[config.mk]
export PLATFORM = sky130hd
export DESIGN_NAME = tgs_lane
export DESIGN_NICKNAME = d
export VERILOG_FILES = /design/src/sv/tgs_pkg.sv /design/src/sv/tgs_lane.sv
export SDC_FILE = /design/constraint.sdc
export NUM_CORES = 2
export LEC_CHECK = 0
export BUFFER_PORTS_ARGS = -buffer_cell sky130_fd_sc_hd__buf_2
export CORE_MARGIN = 2
export CORE_UTILIZATION = 65
export DETAILED_ROUTE_END_ITERATION = 8
export PLACE_DENSITY = 0.85
export SLEW_MARGIN = 20
export SYNTH_ARGS = -nofsm -noshare
export SYNTH_HDL_FRONTEND = slang
export SYNTH_SLANG_ARGS = --single-unit
[constraint.sdc]
create_clock -name i_clk -period 31.5 [get_ports i_clk]
set_input_delay 3.15 -clock i_clk [delete_from_list [all_inputs] [get_ports i_clk]]
set_output_delay 3.15 -clock i_clk [all_outputs]
set_load 0.01 [all_outputs]
[src/sv/tgs_pkg.sv]
`timescale 1ns / 1ps
// shared constants and the reciprocal table for the triangle grid subdivider
// no dependencies

package tgs_pkg;

    localparam int MAX_DETAIL = 3;
    localparam int COORD_BITS = 16;
    localparam int DET_BITS   = 2;

    // floor(2^sh / (2*rows)) for the small row divisors of the grid
    function automatic logic [63:0] f_recip(input logic [7:0] rows, input int unsigned sh);
        logic [63:0] one;
        logic [63:0] m;
        one = 64'd1 << sh;
        case (rows)
            8'd1:    m = one / 2;
            8'd2:    m = one / 4;
            8'd3:    m = one / 6;
            8'd4:    m = one / 8;
            8'd5:    m = one / 10;
            8'd6:    m = one / 12;
            8'd7:    m = one / 14;
            8'd8:    m = one / 16;
            default: m = one / 2;
        endcase
        return m;
    endfunction

endpackage

[src/sv/tgs_lane.sv]
`timescale 1ns / 1ps
// one coordinate of one grid point, six register stages with a common enable
// depends on tgs_pkg

module tgs_lane #(
    parameter int COORD_BITS = tgs_pkg::COORD_BITS,
    parameter int MAX_DETAIL = tgs_pkg::MAX_DETAIL
) (
    input  logic                          i_clk,
    input  logic                          i_en,
    input  logic signed [COORD_BITS-1:0]  i_a,
    input  logic signed [COORD_BITS-1:0]  i_b,
    input  logic signed [COORD_BITS-1:0]  i_c,
    input  logic [MAX_DETAIL:0]           i_pt_i,
    input  logic [MAX_DETAIL:0]           i_pt_j,
    input  logic [tgs_pkg::DET_BITS-1:0]  i_det,
    output logic signed [COORD_BITS-1:0]  o_res
);

    localparam int CW = COORD_BITS;
    localparam int DW = tgs_pkg::DET_BITS;
    localparam int IW = MAX_DETAIL + 1;
    localparam int PW = CW + IW + 2;
    localparam int NW = PW + 1;

    // stage 1: captured inputs
    logic signed [CW-1:0] r1_a, r1_b, r1_c;
    logic [IW-1:0]        r1_i, r1_j;
    logic [DW-1:0]        r1_det;
    // stage 2: row-end products
    logic signed [PW-1:0] r2_pa, r2_pb;
    logic signed [CW-1:0] r2_a, r2_b;
    logic [IW-1:0]        r2_j, r2_rows;
    logic [DW-1:0]        r2_det;
    // stage 3: row ends
    logic signed [CW-1:0] r3_ra, r3_rb;
    logic [IW-1:0]        r3_j, r3_rows;
    // stage 4: point numerator
    logic signed [PW-1:0] r4_n;
    logic signed [CW-1:0] r4_ra;
    logic [IW-1:0]        r4_rows;
    // stage 5: quotient estimate
    logic [NW-1:0]        r5_q0, r5_num;
    logic [IW:0]          r5_den;
    logic                 r5_neg;
    logic signed [CW-1:0] r5_ra;
    // stage 6: result
    logic signed [CW-1:0] r6_res;

    logic signed [CW:0]   n_da, n_db, n_dr;
    logic signed [PW-1:0] n_pa, n_pb, n_n;
    logic [IW-1:0]        n_cols2, n_rows, n_cols3;
    logic [DW:0]          n_sh;
    logic [PW-1:0]        n_mag_a, n_mag_b, n_mag;
    logic [PW:0]          n_ta, n_tb;
    logic signed [CW+1:0] n_qa, n_qb, n_ra_w, n_rb_w;
    logic [NW-1:0]        n_num, n_m, n_q0, n_qd, n_r, n_q;
    logic [2*NW-1:0]      n_prod;
    logic signed [CW+1:0] n_qs, n_res_w;

    always_comb begin
        // stage 2: (c-a)*i, (c-b)*i and the row length
        n_da    = $signed({r1_c[CW-1], r1_c}) - $signed({r1_a[CW-1], r1_a});
        n_db    = $signed({r1_c[CW-1], r1_c}) - $signed({r1_b[CW-1], r1_b});
        n_pa    = n_da * $signed({1'b0, r1_i});
        n_pb    = n_db * $signed({1'b0, r1_i});
        n_cols2 = IW'(1) << r1_det;
        n_rows  = n_cols2 - r1_i;
        // apex row: the point is the row end, any divisor gives zero
        if (n_rows == '0) begin
            n_rows = IW'(1);
        end

        // stage 3: round by the power-of-two column count, ties away from zero
        n_cols3 = IW'(1) << r2_det;
        n_sh    = {1'b0, r2_det} + (DW+1)'(1);
        n_mag_a = r2_pa[PW-1] ? PW'(-r2_pa) : PW'(r2_pa);
        n_mag_b = r2_pb[PW-1] ? PW'(-r2_pb) : PW'(r2_pb);
        n_ta    = ({n_mag_a, 1'b0} + (PW+1)'(n_cols3)) >> n_sh;
        n_tb    = ({n_mag_b, 1'b0} + (PW+1)'(n_cols3)) >> n_sh;
        n_qa    = $signed({1'b0, n_ta[CW:0]});
        n_qb    = $signed({1'b0, n_tb[CW:0]});
        n_ra_w  = $signed({{2{r2_a[CW-1]}}, r2_a}) + (r2_pa[PW-1] ? -n_qa : n_qa);
        n_rb_w  = $signed({{2{r2_b[CW-1]}}, r2_b}) + (r2_pb[PW-1] ? -n_qb : n_qb);

        // stage 4: (rb-ra)*j
        n_dr = $signed({r3_rb[CW-1], r3_rb}) - $signed({r3_ra[CW-1], r3_ra});
        n_n  = n_dr * $signed({1'b0, r3_j});

        // stage 5: floor((2|n|+rows)/(2rows)) by reciprocal, may be one short
        n_mag  = r4_n[PW-1] ? PW'(-r4_n) : PW'(r4_n);
        n_num  = {n_mag, 1'b0} + NW'(r4_rows);
        n_m    = NW'(tgs_pkg::f_recip(8'(r4_rows), NW));
        n_prod = n_num * n_m;
        n_q0   = n_prod[2*NW-1:NW];

        // stage 6: correct the estimate and apply the sign
        n_qd    = r5_q0 * NW'(r5_den);
        n_r     = r5_num - n_qd;
        n_q     = (n_r >= NW'(r5_den)) ? r5_q0 + NW'(1) : r5_q0;
        n_qs    = $signed({1'b0, n_q[CW:0]});
        n_res_w = $signed({{2{r5_ra[CW-1]}}, r5_ra}) + (r5_neg ? -n_qs : n_qs);
    end

    always_ff @(posedge i_clk) begin
        if (i_en) begin
            r1_a    <= i_a;
            r1_b    <= i_b;
            r1_c    <= i_c;
            r1_i    <= i_pt_i;
            r1_j    <= i_pt_j;
            r1_det  <= i_det;

            r2_pa   <= n_pa;
            r2_pb   <= n_pb;
            r2_a    <= r1_a;
            r2_b    <= r1_b;
            r2_j    <= r1_j;
            r2_rows <= n_rows;
            r2_det  <= r1_det;

            r3_ra   <= n_ra_w[CW-1:0];
            r3_rb   <= n_rb_w[CW-1:0];
            r3_j    <= r2_j;
            r3_rows <= r2_rows;

            r4_n    <= n_n;
            r4_ra   <= r3_ra;
            r4_rows <= r3_rows;

            r5_q0   <= n_q0;
            r5_num  <= n_num;
            r5_den  <= {r4_rows, 1'b0};
            r5_neg  <= r4_n[PW-1];
            r5_ra   <= r4_ra;

            r6_res  <= n_res_w[CW-1:0];
        end
    end

    assign o_res = r6_res;

endmodule

==> results.md <==
* Largest net degree at the start of global routing at roughly 120
* CP Class: flip-flop to flip-flop
* Total negative slack at 0 ns
* Register area share after synthesis at about a fifth
* Skew-Pair Late Insertion Delay at roughly 0.58 ns
* Most Frequent Cell on Critical Path: fa_1
* Post-CTS Setup Bufs at 0
* Total gr overflow at 0
* Die area at between 0.07 and 0.08 sq mm
* Die X at ~270 um
* Hold Buf Count CTS at 0
* Top delay family on crit path: adder cells
* Port-buffer cells at 75
* Clk slew on worst S/H paths at around 0.050 ns
* Commonest non-fill, non-tap cell in the layout: inv_1
* DRC Markers at 0
* FF+latch count, synth at approximately 320
* Detailed Routing Iterations Pass 1 at 8
* WP data arrival at 11.74 ns
* RePlAce Congestion at about 1.0
* IO Count at 76
* Mapped Area at between 0.04 and 0.05 sq mm
* Layout cells sized above 1 at 4.84%
* DR vias at 32800
* # nets final at between 5000 and 6000
* Synth-to-layout area growth at 5.82%
* Commonest cells after routing, fill and taps aside: inv_1 (1009), fa_1 (568), ha_1 (450)
* Root Driver: clkbuf_16
* Dpl hpwl at roughly 87 mm
* Hold Crit Class: flip-flop to flip-flop
* Slowest cell on the critical path: xor2_1
* Vias in the first global route at 33800
* RSZ-0062 raised after global routing: false
* Final min period at approximately 11 ns
* Synth async-reset ratio at 0%
* CP max stage delay at roughly 0.85 ns
* Crit Path Max Fanout at 24
* FMAX at about 0.087 GHz
* WP buf/inv at 4
* Die H at 267 um
* Antenna viol nets, final at 0
* Max-cap viol count at 0
* Fin crit share at about 36%
* Post-CTS sizing at 0
* Worst-margin pin slew at ~1.2 ns
* Status: completed
* Slew margin rel. at 23.1%
* Synth Flop Type: edfxtp_1
* First-pass GRT wire length at about 170 mm
* Initial core utilization at roughly two thirds
* Fin. max-slew vios at 0
* Post-Syn Instances at roughly 4800
* Maximum clock path buffer count at 3
* Via/cell ratio at approximately 5.8
* Rows at 96
* Data required time at the worst endpoint at 31.81 ns
* Worst Slack Setup Final at approximately 20 ns
* Final design utilization at between 60% and 70%
* GRT Total Usage at a little under a third
* CTS tree: done
* Crit start category: flip-flop
* Initial antenna violation count at 0
* YS warnings at 0
* TritonCTS buffer count at 40
* Post-synth EDFFs at about 300
* Wire per inst at between 15 and 20 um
* H-Tree Depth at 2
* CP endpoint kind: flip-flop
* Final Setup Violations at 0
* Pre-CTS WS at a little over 20 ns
* Iter 0 DRT Violations at 2542
* Layout Skew at ~0.027 ns
* TritonCTS Sinks at roughly 320
* Core ar. at about 0.068 sq mm
* Hold Fails Final Rpt at 0
* Synth cell types at 93
* Routed WL at approximately 110 mm
* Antenna cell count at 0
* Mean Syn Cell Area at approximately 9.4 sq um
* Post-Synthesis Net Count at approximately 5800
==> worst reg2reg max path: cells and delay by family, from the launching register on <==
family | cells | cell delay, ns
adder cells (fa/ha/maj) | 9 | 3.78
flip-flops | 1 | 0.77
XOR/XNOR | 2 | 0.95
AND/OR/NAND/NOR | 7 | 2.65
buffers and inverters | 4 | 0.34
AO/OA/AOI/OAI | 13 | 2.70
==> per-stage QoR <==
stage               area, sq um  std cells  hold slack (ns)
CTS                       47400       5693            0.417
finish                    47400       5694            0.415
detailed placement        46100       5620            0.405
global route              47400       5694            0.427
global placement          46100       5620            0.403
floorplan                 44800       4767            0.400
==> layout make-up <==
cell class	count	area, sq um
Inverter	1012	3800
Fill cell	5200	21000
Timing Repair Buffer	114	682
Sequential cell	315	9340
Tap cell	882	1100
Multi-Input combinational cell	3298	31200
Clock inverter	24	289
Clock buffer	49	1080
==> routing by layer <==
layer  GRT usage, %  vias up  routed length, um
li1               -    15400                  -
met1           37.5    15900              40600
met2           55.1     1203              53300
met3           4.48      290               7040
met4           14.9        0               6000
met5              0        -                  0
==> cell families after synthesis <==
group | Yosys count | share of synthesized area, %
AOI/OAI and AO/OA | 630 | 9.30
DFF | 315 | 20.8
buffers and inverters | 1154 | 9.68
and+or+nand+nor | 1275 | 14.5
muxes | 40 | 1.20
adders and majority gates | 1018 | 37.9
xor gates and xnor gates | 335 | 6.61
==> Yosys cell counts (20+ instances only) <==
cell	count	area [sq um]
nor2_1	197	739
o211ai_1	20	150
ha_1	450	5630
edfxtp_1	303	9100
a211oi_1	22	165
nor2b_1	51	319
nand2_1	379	1420
and2_1	318	1990
or3_1	24	150
o21ai_0	111	556
a21oi_1	179	896
a21o_1	52	390
xor2_1	113	990
nand2b_1	30	188
clkbuf_1	128	480
o21a_1	28	210
nand3_1	68	340
xnor2_1	220	1930
and3_1	35	219
inv_1	1009	3790
o21bai_1	49	368
fa_1	568	11400
nor3_1	76	380
==> registers in the layout, summed over array words and instances, names as in the netlist, 12 cells and up <==
register and count:
r2_a 16, n_m 12, r4_ra 16, r5_num 23, r3_ra 16, r5_ra 16, r3_rb 16, o_res 16
r4_n 22, r2_pa 20, r1_b 16, r2_pb 20, r2_b 16, r1_a 16, r5_q0 22, r1_c 16
==> path summary, 6_finish.rpt <==
check	slack (ns)	from	cells after the start	endpoint
setup / recovery	20.07	r4_n[21]	35	r5_q0[20]
hold / removal	0.42	r2_rows[3]	0	r3_rows[3]
setup reg to reg	20.07	r4_n[21]	35	r5_q0[20]
hold reg to reg	0.42	r2_rows[3]	0	r3_rows[3]
Power is left out: the tool's default activity adds up to more than one toggle a clock period on the data nets, which glitch-free logic cannot reach.
