File: src/sv/tgs_pkg.sv
`timescale 1ns / 1ps
// shared constants and the reciprocal table for the triangle grid subdivider
// no dependencies

package tgs_pkg;

    localparam int MAX_DETAIL = 3;
    localparam int COORD_BITS = 16;
    localparam int DET_BITS   = 2;

    // floor(2^sh / (2*rows)) for the small row divisors of the grid
    function automatic logic [63:0] f_recip(input logic [7:0] rows, input int unsigned sh);
        logic [63:0] one;
        logic [63:0] m;
        one = 64'd1 << sh;
        case (rows)
            8'd1:    m = one / 2;
            8'd2:    m = one / 4;
            8'd3:    m = one / 6;
            8'd4:    m = one / 8;
            8'd5:    m = one / 10;
            8'd6:    m = one / 12;
            8'd7:    m = one / 14;
            8'd8:    m = one / 16;
            default: m = one / 2;
        endcase
        return m;
    endfunction

endpackage

File: src/sv/tgs_if.sv
`timescale 1ns / 1ps
// valid/ready channel interfaces: input triangle and output sub-triangle
// depends on tgs_pkg

interface tgs_tri_if #(parameter int CW = tgs_pkg::COORD_BITS);
    logic valid;
    logic ready;
    logic signed [CW-1:0] a_x, a_y, a_z;
    logic signed [CW-1:0] b_x, b_y, b_z;
    logic signed [CW-1:0] c_x, c_y, c_z;

    modport source(output valid, a_x, a_y, a_z, b_x, b_y, b_z, c_x, c_y, c_z,
                   input ready);
    modport sink(input valid, a_x, a_y, a_z, b_x, b_y, b_z, c_x, c_y, c_z,
                 output ready);
endinterface


File: src/sv/tgs_seq.sv
`timescale 1ns / 1ps
// sequencer: holds one triangle and walks its sub-triangles one per cycle while i_adv is high
// depends on tgs_pkg, tgs_if

module tgs_seq #(
    parameter int COORD_BITS = tgs_pkg::COORD_BITS,
    parameter int MAX_DETAIL = tgs_pkg::MAX_DETAIL
) (
    input  logic                          i_clk,
    input  logic                          i_rst_n,
    input  logic                          i_cfg_wr_en,
    input  logic [tgs_pkg::DET_BITS-1:0]  i_cfg_wr_data,
    tgs_tri_if.sink                       i_tri,
    input  logic                          i_adv,
    output logic                          o_issue,
    output logic                          o_last,
    output logic [tgs_pkg::DET_BITS-1:0]  o_det,
    output logic signed [COORD_BITS-1:0]  o_a [3],
    output logic signed [COORD_BITS-1:0]  o_b [3],
    output logic signed [COORD_BITS-1:0]  o_c [3],
    output logic [MAX_DETAIL:0]           o_pt_i [3],
    output logic [MAX_DETAIL:0]           o_pt_j [3]
);

    localparam int DW = tgs_pkg::DET_BITS;
    localparam int IW = MAX_DETAIL + 1;

    logic                  r_busy;
    logic [DW-1:0]         r_det;
    logic [IW-1:0]         r_i;
    logic [IW-1:0]         r_s;
    logic signed [COORD_BITS-1:0] r_a [3];
    logic signed [COORD_BITS-1:0] r_b [3];
    logic signed [COORD_BITS-1:0] r_c [3];

    logic [IW-1:0] w_cols;
    logic [IW-1:0] w_rows;
    logic [IW:0]   w_slot_end;
    logic [IW-1:0] w_k;
    logic          w_last;
    logic          w_accept;

    assign w_cols     = IW'(1) << r_det;
    assign w_rows     = w_cols - r_i;
    assign w_slot_end = {w_rows, 1'b0} - (IW+1)'(2);
    assign w_k        = r_s >> 1;
    assign w_last     = (r_i == w_cols - IW'(1));

    assign o_issue     = r_busy && i_adv;
    assign o_last      = w_last;
    assign o_det       = r_det;
    assign i_tri.ready = !r_busy || (i_adv && w_last);
    assign w_accept    = i_tri.valid && i_tri.ready;

    assign o_a = r_a;
    assign o_b = r_b;
    assign o_c = r_c;

    // even slot: (i,k+1) (i+1,k) (i,k); odd slot: (i,k+1) (i+1,k+1) (i+1,k)
    always_comb begin
        o_pt_i[0] = r_i;
        o_pt_j[0] = w_k + IW'(1);
        o_pt_i[1] = r_i + IW'(1);
        o_pt_j[1] = r_s[0] ? w_k + IW'(1) : w_k;
        o_pt_i[2] = r_s[0] ? r_i + IW'(1) : r_i;
        o_pt_j[2] = w_k;
    end

    always_ff @(posedge i_clk) begin
        if (!i_rst_n) begin
            r_busy <= 1'b0;
            r_det  <= '0;
        end else begin
            if (i_cfg_wr_en) begin
                r_det <= (int'(i_cfg_wr_data) > MAX_DETAIL) ? DW'(MAX_DETAIL) : i_cfg_wr_data;
            end
            if (w_accept) begin
                r_busy <= 1'b1;
                r_i    <= '0;
                r_s    <= '0;
                r_a[0] <= i_tri.a_x;
                r_a[1] <= i_tri.a_y;
                r_a[2] <= i_tri.a_z;
                r_b[0] <= i_tri.b_x;
                r_b[1] <= i_tri.b_y;
                r_b[2] <= i_tri.b_z;
                r_c[0] <= i_tri.c_x;
                r_c[1] <= i_tri.c_y;
                r_c[2] <= i_tri.c_z;
            end else if (o_issue) begin
                if (w_last) begin
                    r_busy <= 1'b0;
                end else if ({1'b0, r_s} == w_slot_end) begin
                    r_i <= r_i + IW'(1);
                    r_s <= '0;
                end else begin
                    r_s <= r_s + IW'(1);
                end
            end
        end
    end

endmodule

File: src/flat_wrapper.sv
// flat-port wrapper written by rule: the top's interface ports become plain ports
module tgs_seq_flat 
#(
    parameter int COORD_BITS = tgs_pkg::COORD_BITS,
    parameter int MAX_DETAIL = tgs_pkg::MAX_DETAIL
)
  (i_clk, i_rst_n, i_cfg_wr_en, i_cfg_wr_data, i_adv, o_issue, o_last, o_det, o_a, o_b, o_c, o_pt_i, o_pt_j, i_tri_valid, i_tri_a_x, i_tri_a_y, i_tri_a_z, i_tri_b_x, i_tri_b_y, i_tri_b_z, i_tri_c_x, i_tri_c_y, i_tri_c_z, i_tri_ready);
  tgs_tri_if i_tri_i ();
  input  logic i_clk;
  input  logic i_rst_n;
  input  logic i_cfg_wr_en;
  input  logic [tgs_pkg::DET_BITS-1:0] i_cfg_wr_data;
  input  logic i_adv;
  output logic o_issue;
  output logic o_last;
  output logic [tgs_pkg::DET_BITS-1:0] o_det;
  output logic signed [COORD_BITS-1:0] o_a[3];
  output logic signed [COORD_BITS-1:0] o_b[3];
  output logic signed [COORD_BITS-1:0] o_c[3];
  output logic [MAX_DETAIL:0] o_pt_i[3];
  output logic [MAX_DETAIL:0] o_pt_j[3];
  input wire logic [$bits(i_tri_i.valid)-1:0] i_tri_valid;
  input wire logic [$bits(i_tri_i.a_x)-1:0] i_tri_a_x;
  input wire logic [$bits(i_tri_i.a_y)-1:0] i_tri_a_y;
  input wire logic [$bits(i_tri_i.a_z)-1:0] i_tri_a_z;
  input wire logic [$bits(i_tri_i.b_x)-1:0] i_tri_b_x;
  input wire logic [$bits(i_tri_i.b_y)-1:0] i_tri_b_y;
  input wire logic [$bits(i_tri_i.b_z)-1:0] i_tri_b_z;
  input wire logic [$bits(i_tri_i.c_x)-1:0] i_tri_c_x;
  input wire logic [$bits(i_tri_i.c_y)-1:0] i_tri_c_y;
  input wire logic [$bits(i_tri_i.c_z)-1:0] i_tri_c_z;
  output wire logic [$bits(i_tri_i.ready)-1:0] i_tri_ready;
  assign i_tri_i.valid = i_tri_valid;
  assign i_tri_i.a_x = i_tri_a_x;
  assign i_tri_i.a_y = i_tri_a_y;
  assign i_tri_i.a_z = i_tri_a_z;
  assign i_tri_i.b_x = i_tri_b_x;
  assign i_tri_i.b_y = i_tri_b_y;
  assign i_tri_i.b_z = i_tri_b_z;
  assign i_tri_i.c_x = i_tri_c_x;
  assign i_tri_i.c_y = i_tri_c_y;
  assign i_tri_i.c_z = i_tri_c_z;
  assign i_tri_ready = i_tri_i.ready;
  tgs_seq #(.COORD_BITS(COORD_BITS), .MAX_DETAIL(MAX_DETAIL)) u_core (.i_clk(i_clk), .i_rst_n(i_rst_n), .i_cfg_wr_en(i_cfg_wr_en), .i_cfg_wr_data(i_cfg_wr_data), .i_tri(i_tri_i), .i_adv(i_adv), .o_issue(o_issue), .o_last(o_last), .o_det(o_det), .o_a(o_a), .o_b(o_b), .o_c(o_c), .o_pt_i(o_pt_i), .o_pt_j(o_pt_j));
endmodule
File: config.mk
export PLATFORM = sky130hd
export DESIGN_NAME = tgs_seq_flat
export DESIGN_NICKNAME = d
export VERILOG_FILES = /design/src/sv/tgs_pkg.sv /design/src/sv/tgs_if.sv /design/src/sv/tgs_seq.sv /design/src/flat_wrapper.sv
export SDC_FILE = /design/constraint.sdc
export NUM_CORES = 1
export LEC_CHECK = 0
export BUFFER_PORTS_ARGS = -buffer_cell sky130_fd_sc_hd__buf_2
export CORE_AREA = 3 3 126 128
export CTS_CLUSTER_SIZE = 40
export DETAILED_ROUTE_END_ITERATION = 7
export DIE_AREA = 0 0 129 131
export HOLD_SLACK_MARGIN = 0.15
export PLACE_DENSITY_LB_ADDON = 0.2
export SLEW_MARGIN = 20
export SYNTH_ARGS = -nofsm -noshare
export SYNTH_HDL_FRONTEND = slang
export SYNTH_SLANG_ARGS = --single-unit
File: constraint.sdc
create_clock -name i_clk -period 11.2 [get_ports i_clk]
set_clock_uncertainty 0.15 [all_clocks]
set_input_delay 0.56 -clock i_clk [delete_from_list [all_inputs] [get_ports i_clk]]
set_output_delay 0.56 -clock i_clk [all_outputs]
set_load 0.1 [all_outputs]
==> run metrics, run 1 <==
core area 0.0150 mm2; CP required 11,070 ps; maximum fanout along the worst path 84; Crit. End Element register; Max transition margin 30.1%; GRT Overall Usage 14.8%; Place WS 6920 ps; critical path type reg2reg; CP Data Arrival Time 4130 ps; # resized after CTS 0; area of the mapped netlist 0.00527 mm2; Avg Cell Area, Syn 22.1 um2; hold path cells 1; via count 3,477; total routed wirelength 13,600 um; main combinational cell family by area after synthesis simple AND/OR/NAND/NOR gates; RD Place Congestion 0.747; Non-Filler Instances 794; Synth Area in XOR/XNOR 2.33%; Die W 129 um; PwrDens 192 mW/mm2; TritonCTS clock tree built; Critical Path Start Type register; DRC viols 0; Nets 753; outcome finished, final reports clean; placed instance count 744; placed instance area 0.00709 mm2; Top FF cell, synth edfxtp_1; post-route antenna net violation count 0; proportion of synthesized area in mux cells 0.593%; Final Hold Viols 0; total number of yosys warnings 0; first-pass GRT wire length 18,700 um; fin worst setup slack 6950 ps; adder-cell share of the synthesized area 2.04%; 1st-pass router iterations 4; # IOs 324; synthesized flop and latch total 155; Vias per Instance 4.38; die span in y 131 um; Max VDD drop 0.105 mV; H-tree depth 4; Post-CTS Repair Setup Buffers 0; final setup TNS 0 ps; Rows 45; Hold Path Class in2reg; Antenna Cells 0; Starting DRT DRC Count 171; initial core utilization 35.2%; r2r worst-path depth 7; number of synthesized flops with an enable pin 152; Mapped Cells 239; share of layout cells above drive strength 1 59.6%; initial antenna violation count 0; vias in the first global route 3,527; fillers 1,303; MaxCap Viol Count 0; Tcrit/Tclk final 38.0%; P_leak 3.34 nW; TritonCTS sink count 155; largest net degree at the start of global routing 85; CTS Buf Count 17; hold_buf cts 18; clk root buf clkbuf_16; final setup violation count 0; worst-case clock buffer depth 2; RSZ-0062 raised after global routing no; sequential cell area fraction in the yosys report 87.7%; Port-buffer cells 322; clock-pin slew on the worst setup and hold paths 70 ps; fmax 235 MHz; min Tclk post-route 4250 ps; simple-gate share of the synthesized area 3.39%; die area 0.0169 mm2; Finished Cell Area 0.00781 mm2; complex-gate fraction of the synthesized area 2.42%; Unique masters post-synth 37; grt ovf 0; Slew @ Worst Pin 1050 ps; worst-skew pair later-pin latency 410 ps; post-DR wirelength/cell 17.1 um; Max Slew Vio Count 0; Synth Net Count 398; async set or reset register ratio after synthesis 0%; Area growth, synth to finish 48.1%
[critical path, stage by stage, from the launching register on]
cell	delay (ps)
dfxtp_1	370
or2_2	310
ha_1	350
or4bb_1	530
o22ai_2	200
a21o_2	230
and3_4	720
buf_4	910
[Yosys cell counts, drive strengths merged (2+ instances only)]
cell type	n	share of area, %
o211ai	2	0.28
a21boi	3	0.43
a211o	2	0.33
xor2	7	1.2
inv	8	0.57
buf	6	0.88
nor2	2	0.14
mux2i	2	0.38
ha	7	1.7
nor2b	6	0.71
edfxtp	152	87
o21ai	2	0.19
dfxtp	3	1.1
and2	6	0.71
xnor2	7	1.2
nand2	3	0.21
and3	2	0.24
o21a	2	0.28
[metrics by stage]
step           power [mW]  utilization, %  hold slack [ps]
3_3_place_gp        0.984            47.3              456
2_1_floorplan       0.929               -              509
4_1_cts              1.51            52.1              150
3_5_place_dp        0.986            47.3              467
6_report             1.50            52.2              171
5_1_grt              1.55            52.2              151
[placed cells by master, fill, tap and decap left out, types with 4 or more instances in the layout]
cell type,Yosys,routed
dlygate4sd3_1,0,19
inv_6,0,4
xor2_1,7,7
ha_1,7,7
nor2b_1,6,6
edfxtp_1,152,152
xnor2_1,7,7
and2_1,6,6
buf_2,1,322
clkbuf_16,0,17
inv_1,8,8
[sequential cells by signal, summed over array words and instances, names as in the netlist]
signal         flops
u_core.r_busy      1
u_core.r_i         4
u_core.o_c        48
u_core.o_det       2
u_core.o_a        48
u_core.r_s         4
u_core.o_b        48
[routing by layer]
layer | up-vias | GRT usage (%) | share of wire [%]
li1 | 1627 | - | -
met1 | 1633 | 17.6 | 38
met2 | 198 | 24.2 | 50
met3 | 19 | 6.02 | 10
met4 | 0 | 5.93 | 1.8
met5 | - | 0 | 0
[final cells by class]
class	instances	area [um2]	area share (%)
flip-flops and latches	155	4620	59.2
repair buffers	342	1810	23.2
multi-input cells	70	577	7.38
clock buffers	17	425	5.45
well taps	188	235	3.01
clock inverters	14	110	1.41
inverters	8	30.0	0.384
[where the power goes]
| group | total (mW) | internal, mW | switching (mW) | leakage (nW) |
|---|---|---|---|---|
| Clock | 0.520 | 0.287 | 0.233 | 0.266 |
| Combinational | 0.301 | 0.0547 | 0.247 | 1.64 |
| Sequential | 0.676 | 0.667 | 0.00949 | 1.43 |
[path summary, 6_finish.rpt]
| check | start | to | slack (ps) |
|---|---|---|---|
| max | u_core.o_det[1]$_SDFFE_PN0P_ | u_core.o_a[25]$_DFFE_PP_ | 6950 |
| min | i_tri_c_y[0] | u_core.o_c[16]$_DFFE_PP_ | 170 |
| max reg2reg | u_core.o_det[1]$_SDFFE_PN0P_ | u_core.o_a[25]$_DFFE_PP_ | 6950 |
| min reg2reg | u_core.o_det[0]$_SDFFE_PN0P_ | u_core.o_det[0]$_SDFFE_PN0P_ | 470 |
[kinds of logic after synthesis]
group           after synthesis
other cells                   1
fa+ha+maj                     8
mux                           3
compound gates               15
xor+xnor                     14
simple gates                 29
flops                       155
buf+inv                      14
No activity file was read; power rests on OpenSTA's default activity.
==> run 2: changes to the inputs <==
- CORE_AREA: 3 3 126 128 -> default
- CORE_ASPECT_RATIO: default -> 0.6
- CORE_MARGIN: default -> 3
- CORE_UTILIZATION: default -> 38
- DIE_AREA: 0 0 129 131 -> default
- clock period: 11.2 -> 3.59 ns (I/O delays scaled with it)
==> run 2 against run 1 <==
The run now fails in clock tree synthesis. Synthesized cell count unchanged. Synthesized area unchanged.
==> run metrics, run 2 <==
outcome stopped before the end; Failed at clock tree synthesis; Err [ERROR RSZ-0060] Max buffer count reached.; initial core utilization 39.9%; Avg Cell Area, Syn 22.1 um2; Post-CTS Repair Setup Buffers 0; clk root buf clkbuf_16; Top FF cell, synth edfxtp_1; placed instance count 727; Detailed Place HPWL 10,200 um; area of the mapped netlist 0.00527 mm2; post-synth top area share 86.6%; cell with the most instances after synthesis edfxtp_1; Unique masters post-synth 37; Die W 158 um; TritonCTS sink count 155; total number of yosys warnings 0; Port-buffer cells 322; synthesized flop and latch total 155; H-tree depth 4; Place WS 422 ps; sequential cell area fraction in the yosys report 87.7%; largest cells by area after synthesis edfxtp_1 (87%), ha_1 (1.7%), xnor2_1 (1.2%), xor2_1 (1.2%), dfxtp_1 (1.1%); cell taking the most area after synthesis edfxtp_1; # IOs 324; worst-case clock buffer depth 2; Commonest cells post-synth edfxtp_1 (152), inv_1 (8), ha_1 (7), xnor2_1 (7), xor2_1 (7); hold_buf cts 153; # resized after CTS 0; RD Place Congestion 0.775; number of synthesized flops with an enable pin 152; Rows 32; async set or reset register ratio after synthesis 0%; placed instance area 0.00713 mm2; CTS Buf Count 17; Mapped Cells 239; die span in y 97.2 um; Synth Net Count 398
-- run 2: cell counts after synthesis --
No cell type changed its count.
-- run 2: kinds of logic after synthesis --
kind of cell / count (synthesis) / share of synthesized area [%]
adder cells (fa/ha/maj): 8 / 2.04
other: 1 / 0.0711
multiplexers: 3 / 0.593
buffers and inverters: 14 / 1.45
AO/OA/AOI/OAI: 15 / 2.42
XOR/XNOR: 14 / 2.33
flip-flops: 155 / 87.7
AND/OR/NAND/NOR: 29 / 3.39
-- run 2: per-stage QoR --
stage / TNS [ps] / util (%)
floorplan: -167550 / -
global placement: 0 / 54.0
detailed placement: 0 / 54.0
==> run 3: changes to the inputs <==
- CORE_ASPECT_RATIO: 0.6 -> default
- CORE_UTILIZATION: 38 -> 30
- CTS_CLUSTER_SIZE: 40 -> default
- HOLD_SLACK_MARGIN: 0.15 -> default
- PLACE_DENSITY_LB_ADDON: 0.2 -> 0.15
- clock period: 3.59 -> 4.7 ns (I/O delays scaled with it)
==> run 3 against run 2 <==
The flow now finishes without violations.
==> run metrics, run 3 (synthesis results as in run 1) <==
fillers 1,362; # IOs 324; final setup TNS 0 ps; Non-Filler Instances 962; share of layout cells above drive strength 1 49.3%; Util after Layout 55.1%; r2r worst-path depth 7; 1st-pass router iterations 4; Critical path buffers and inverters 1; Final Hold Viols 0; sequential cell area 0.00463 mm2; post-route antenna net violation count 0; Critical Path Start Type register; grt ovf 0; TritonCTS sink count 155; RD Place Congestion 0.787; CP required 4600 ps; die area 0.0192 mm2; Rows 47; Crit path max-delay family simple AND/OR/NAND/NOR gates; Area growth, synth to finish 76.3%; post-DR wirelength/cell 16.5 um; CTS Buf Count 17; Max Slew Vio Count 0; Port-buffer cells 322; final setup violation count 0; worst-case clock buffer depth 2; die span in y 139 um; TritonCTS clock tree built; maximum fanout along the worst path 97; Detailed Place HPWL 11,200 um; Max VDD drop 0.214 mV; commonest non-fill, non-tap cell in the layout buf_2; CP Cell Sequence or2_2, ha_4, or4bb_1, o22ai_4, a21o_4, and3_4, buf_12; hold_buf cts 152; vias in the first global route 4,327; slowest cell delay on critical path 530 ps; min Tclk post-route 3410 ps; hold path cells 2; largest net degree at the start of global routing 98; critical path type reg2reg; Vias per Instance 4.17; H-tree depth 4; multi-input logic area 603 um2; # resized after CTS 0; total routed wirelength 15,800 um; Slew @ Worst Pin 569 ps; worst hold slack 91.0 ps; GRT Overall Usage 16.2%; MaxCap Viol Count 0; core area 0.0169 mm2; initial core utilization 31.2%; first-pass GRT wire length 24,100 um; placed instance count 778; PwrDens 407 mW/mm2; outcome finished, final reports clean; initial antenna violation count 1; clock-pin slew on the worst setup and hold paths 60 ps; Max transition margin 61.8%; CP Data Arrival Time 3310 ps; fmax 293 MHz; via count 4,015; clk root buf clkbuf_16; Nets 888; DRC viols 0; highest-count cells in the layout ignoring fill and taps buf_2 (322), dlygate4sd3_1 (152), edfxtp_1 (152); Final Power 3.78 mW; Die W 139 um; slowest stage cell, crit path or4bb_1; worst-skew pair later-pin latency 410 ps; Tcrit/Tclk final 72.5%; Post-CTS Repair Setup Buffers 0; Hold Path Class in2reg; Crit. End Element register; RSZ-0062 raised after global routing no; P_leak 3.93 nW; WP depth 7; Starting DRT DRC Count 129
==> run 3: stage by stage <==
step,setup WS (ps),area [um2]
2_1_floorplan,-44.5,5310
4_1_cts,1290,9290
3_3_place_gp,1350,7180
3_5_place_dp,1300,7180
5_1_grt,1160,9300
6_report,1290,9300
==> run 3: power breakdown <==
part / switching, mW / total, mW / internal [mW]
combinational: 0.610 / 0.818 / 0.208
sequential: 0.0235 / 1.61 / 1.59
clock: 0.558 / 1.35 / 0.792
total: 1.19 / 3.78 / 2.59
==> run 3: cell type report <==
type                       count  area share (%)
sequential                   155            49.8
timing repair buffer         477            34.1
multi-input combinational     70            6.49
clock buffer                  17            4.58
tap                          220            2.96
clock inverter                14            1.76
inverter                       8           0.323
antenna                        1          0.0269
==> run 3: worst register-to-register path: stages, from the launching register on <==
cell     delay (ps)
dfxtp_2         360
or2_2           330
ha_4            270
or4bb_1         530
o22ai_4         230
a21o_4          190
and3_4          430
buf_12          440
==> run 3: routing by layer <==
layer	global-route usage, %	wire [um]	vias up
met1	18.6	6100	1880
met3	6.07	1290	25
li1	-	-	1898
met5	0	0	-
met4	6.71	418	0
met2	27.5	8030	212
==> run 3: worst paths after layout <==
check,start,to,slack (ps)
worst max register to register,u_core.o_det[1]$_SDFFE_PN0P_,u_core.o_a[29]$_DFFE_PP_,1290
worst max-delay path,u_core.o_det[1]$_SDFFE_PN0P_,u_core.o_a[29]$_DFFE_PP_,1290
worst min register to register,u_core.r_i[0]$_SDFFCE_PP0P_,u_core.r_i[0]$_SDFFCE_PP0P_,630
worst min-delay path,i_tri_valid,u_core.r_i[2]$_SDFFCE_PP0P_,90
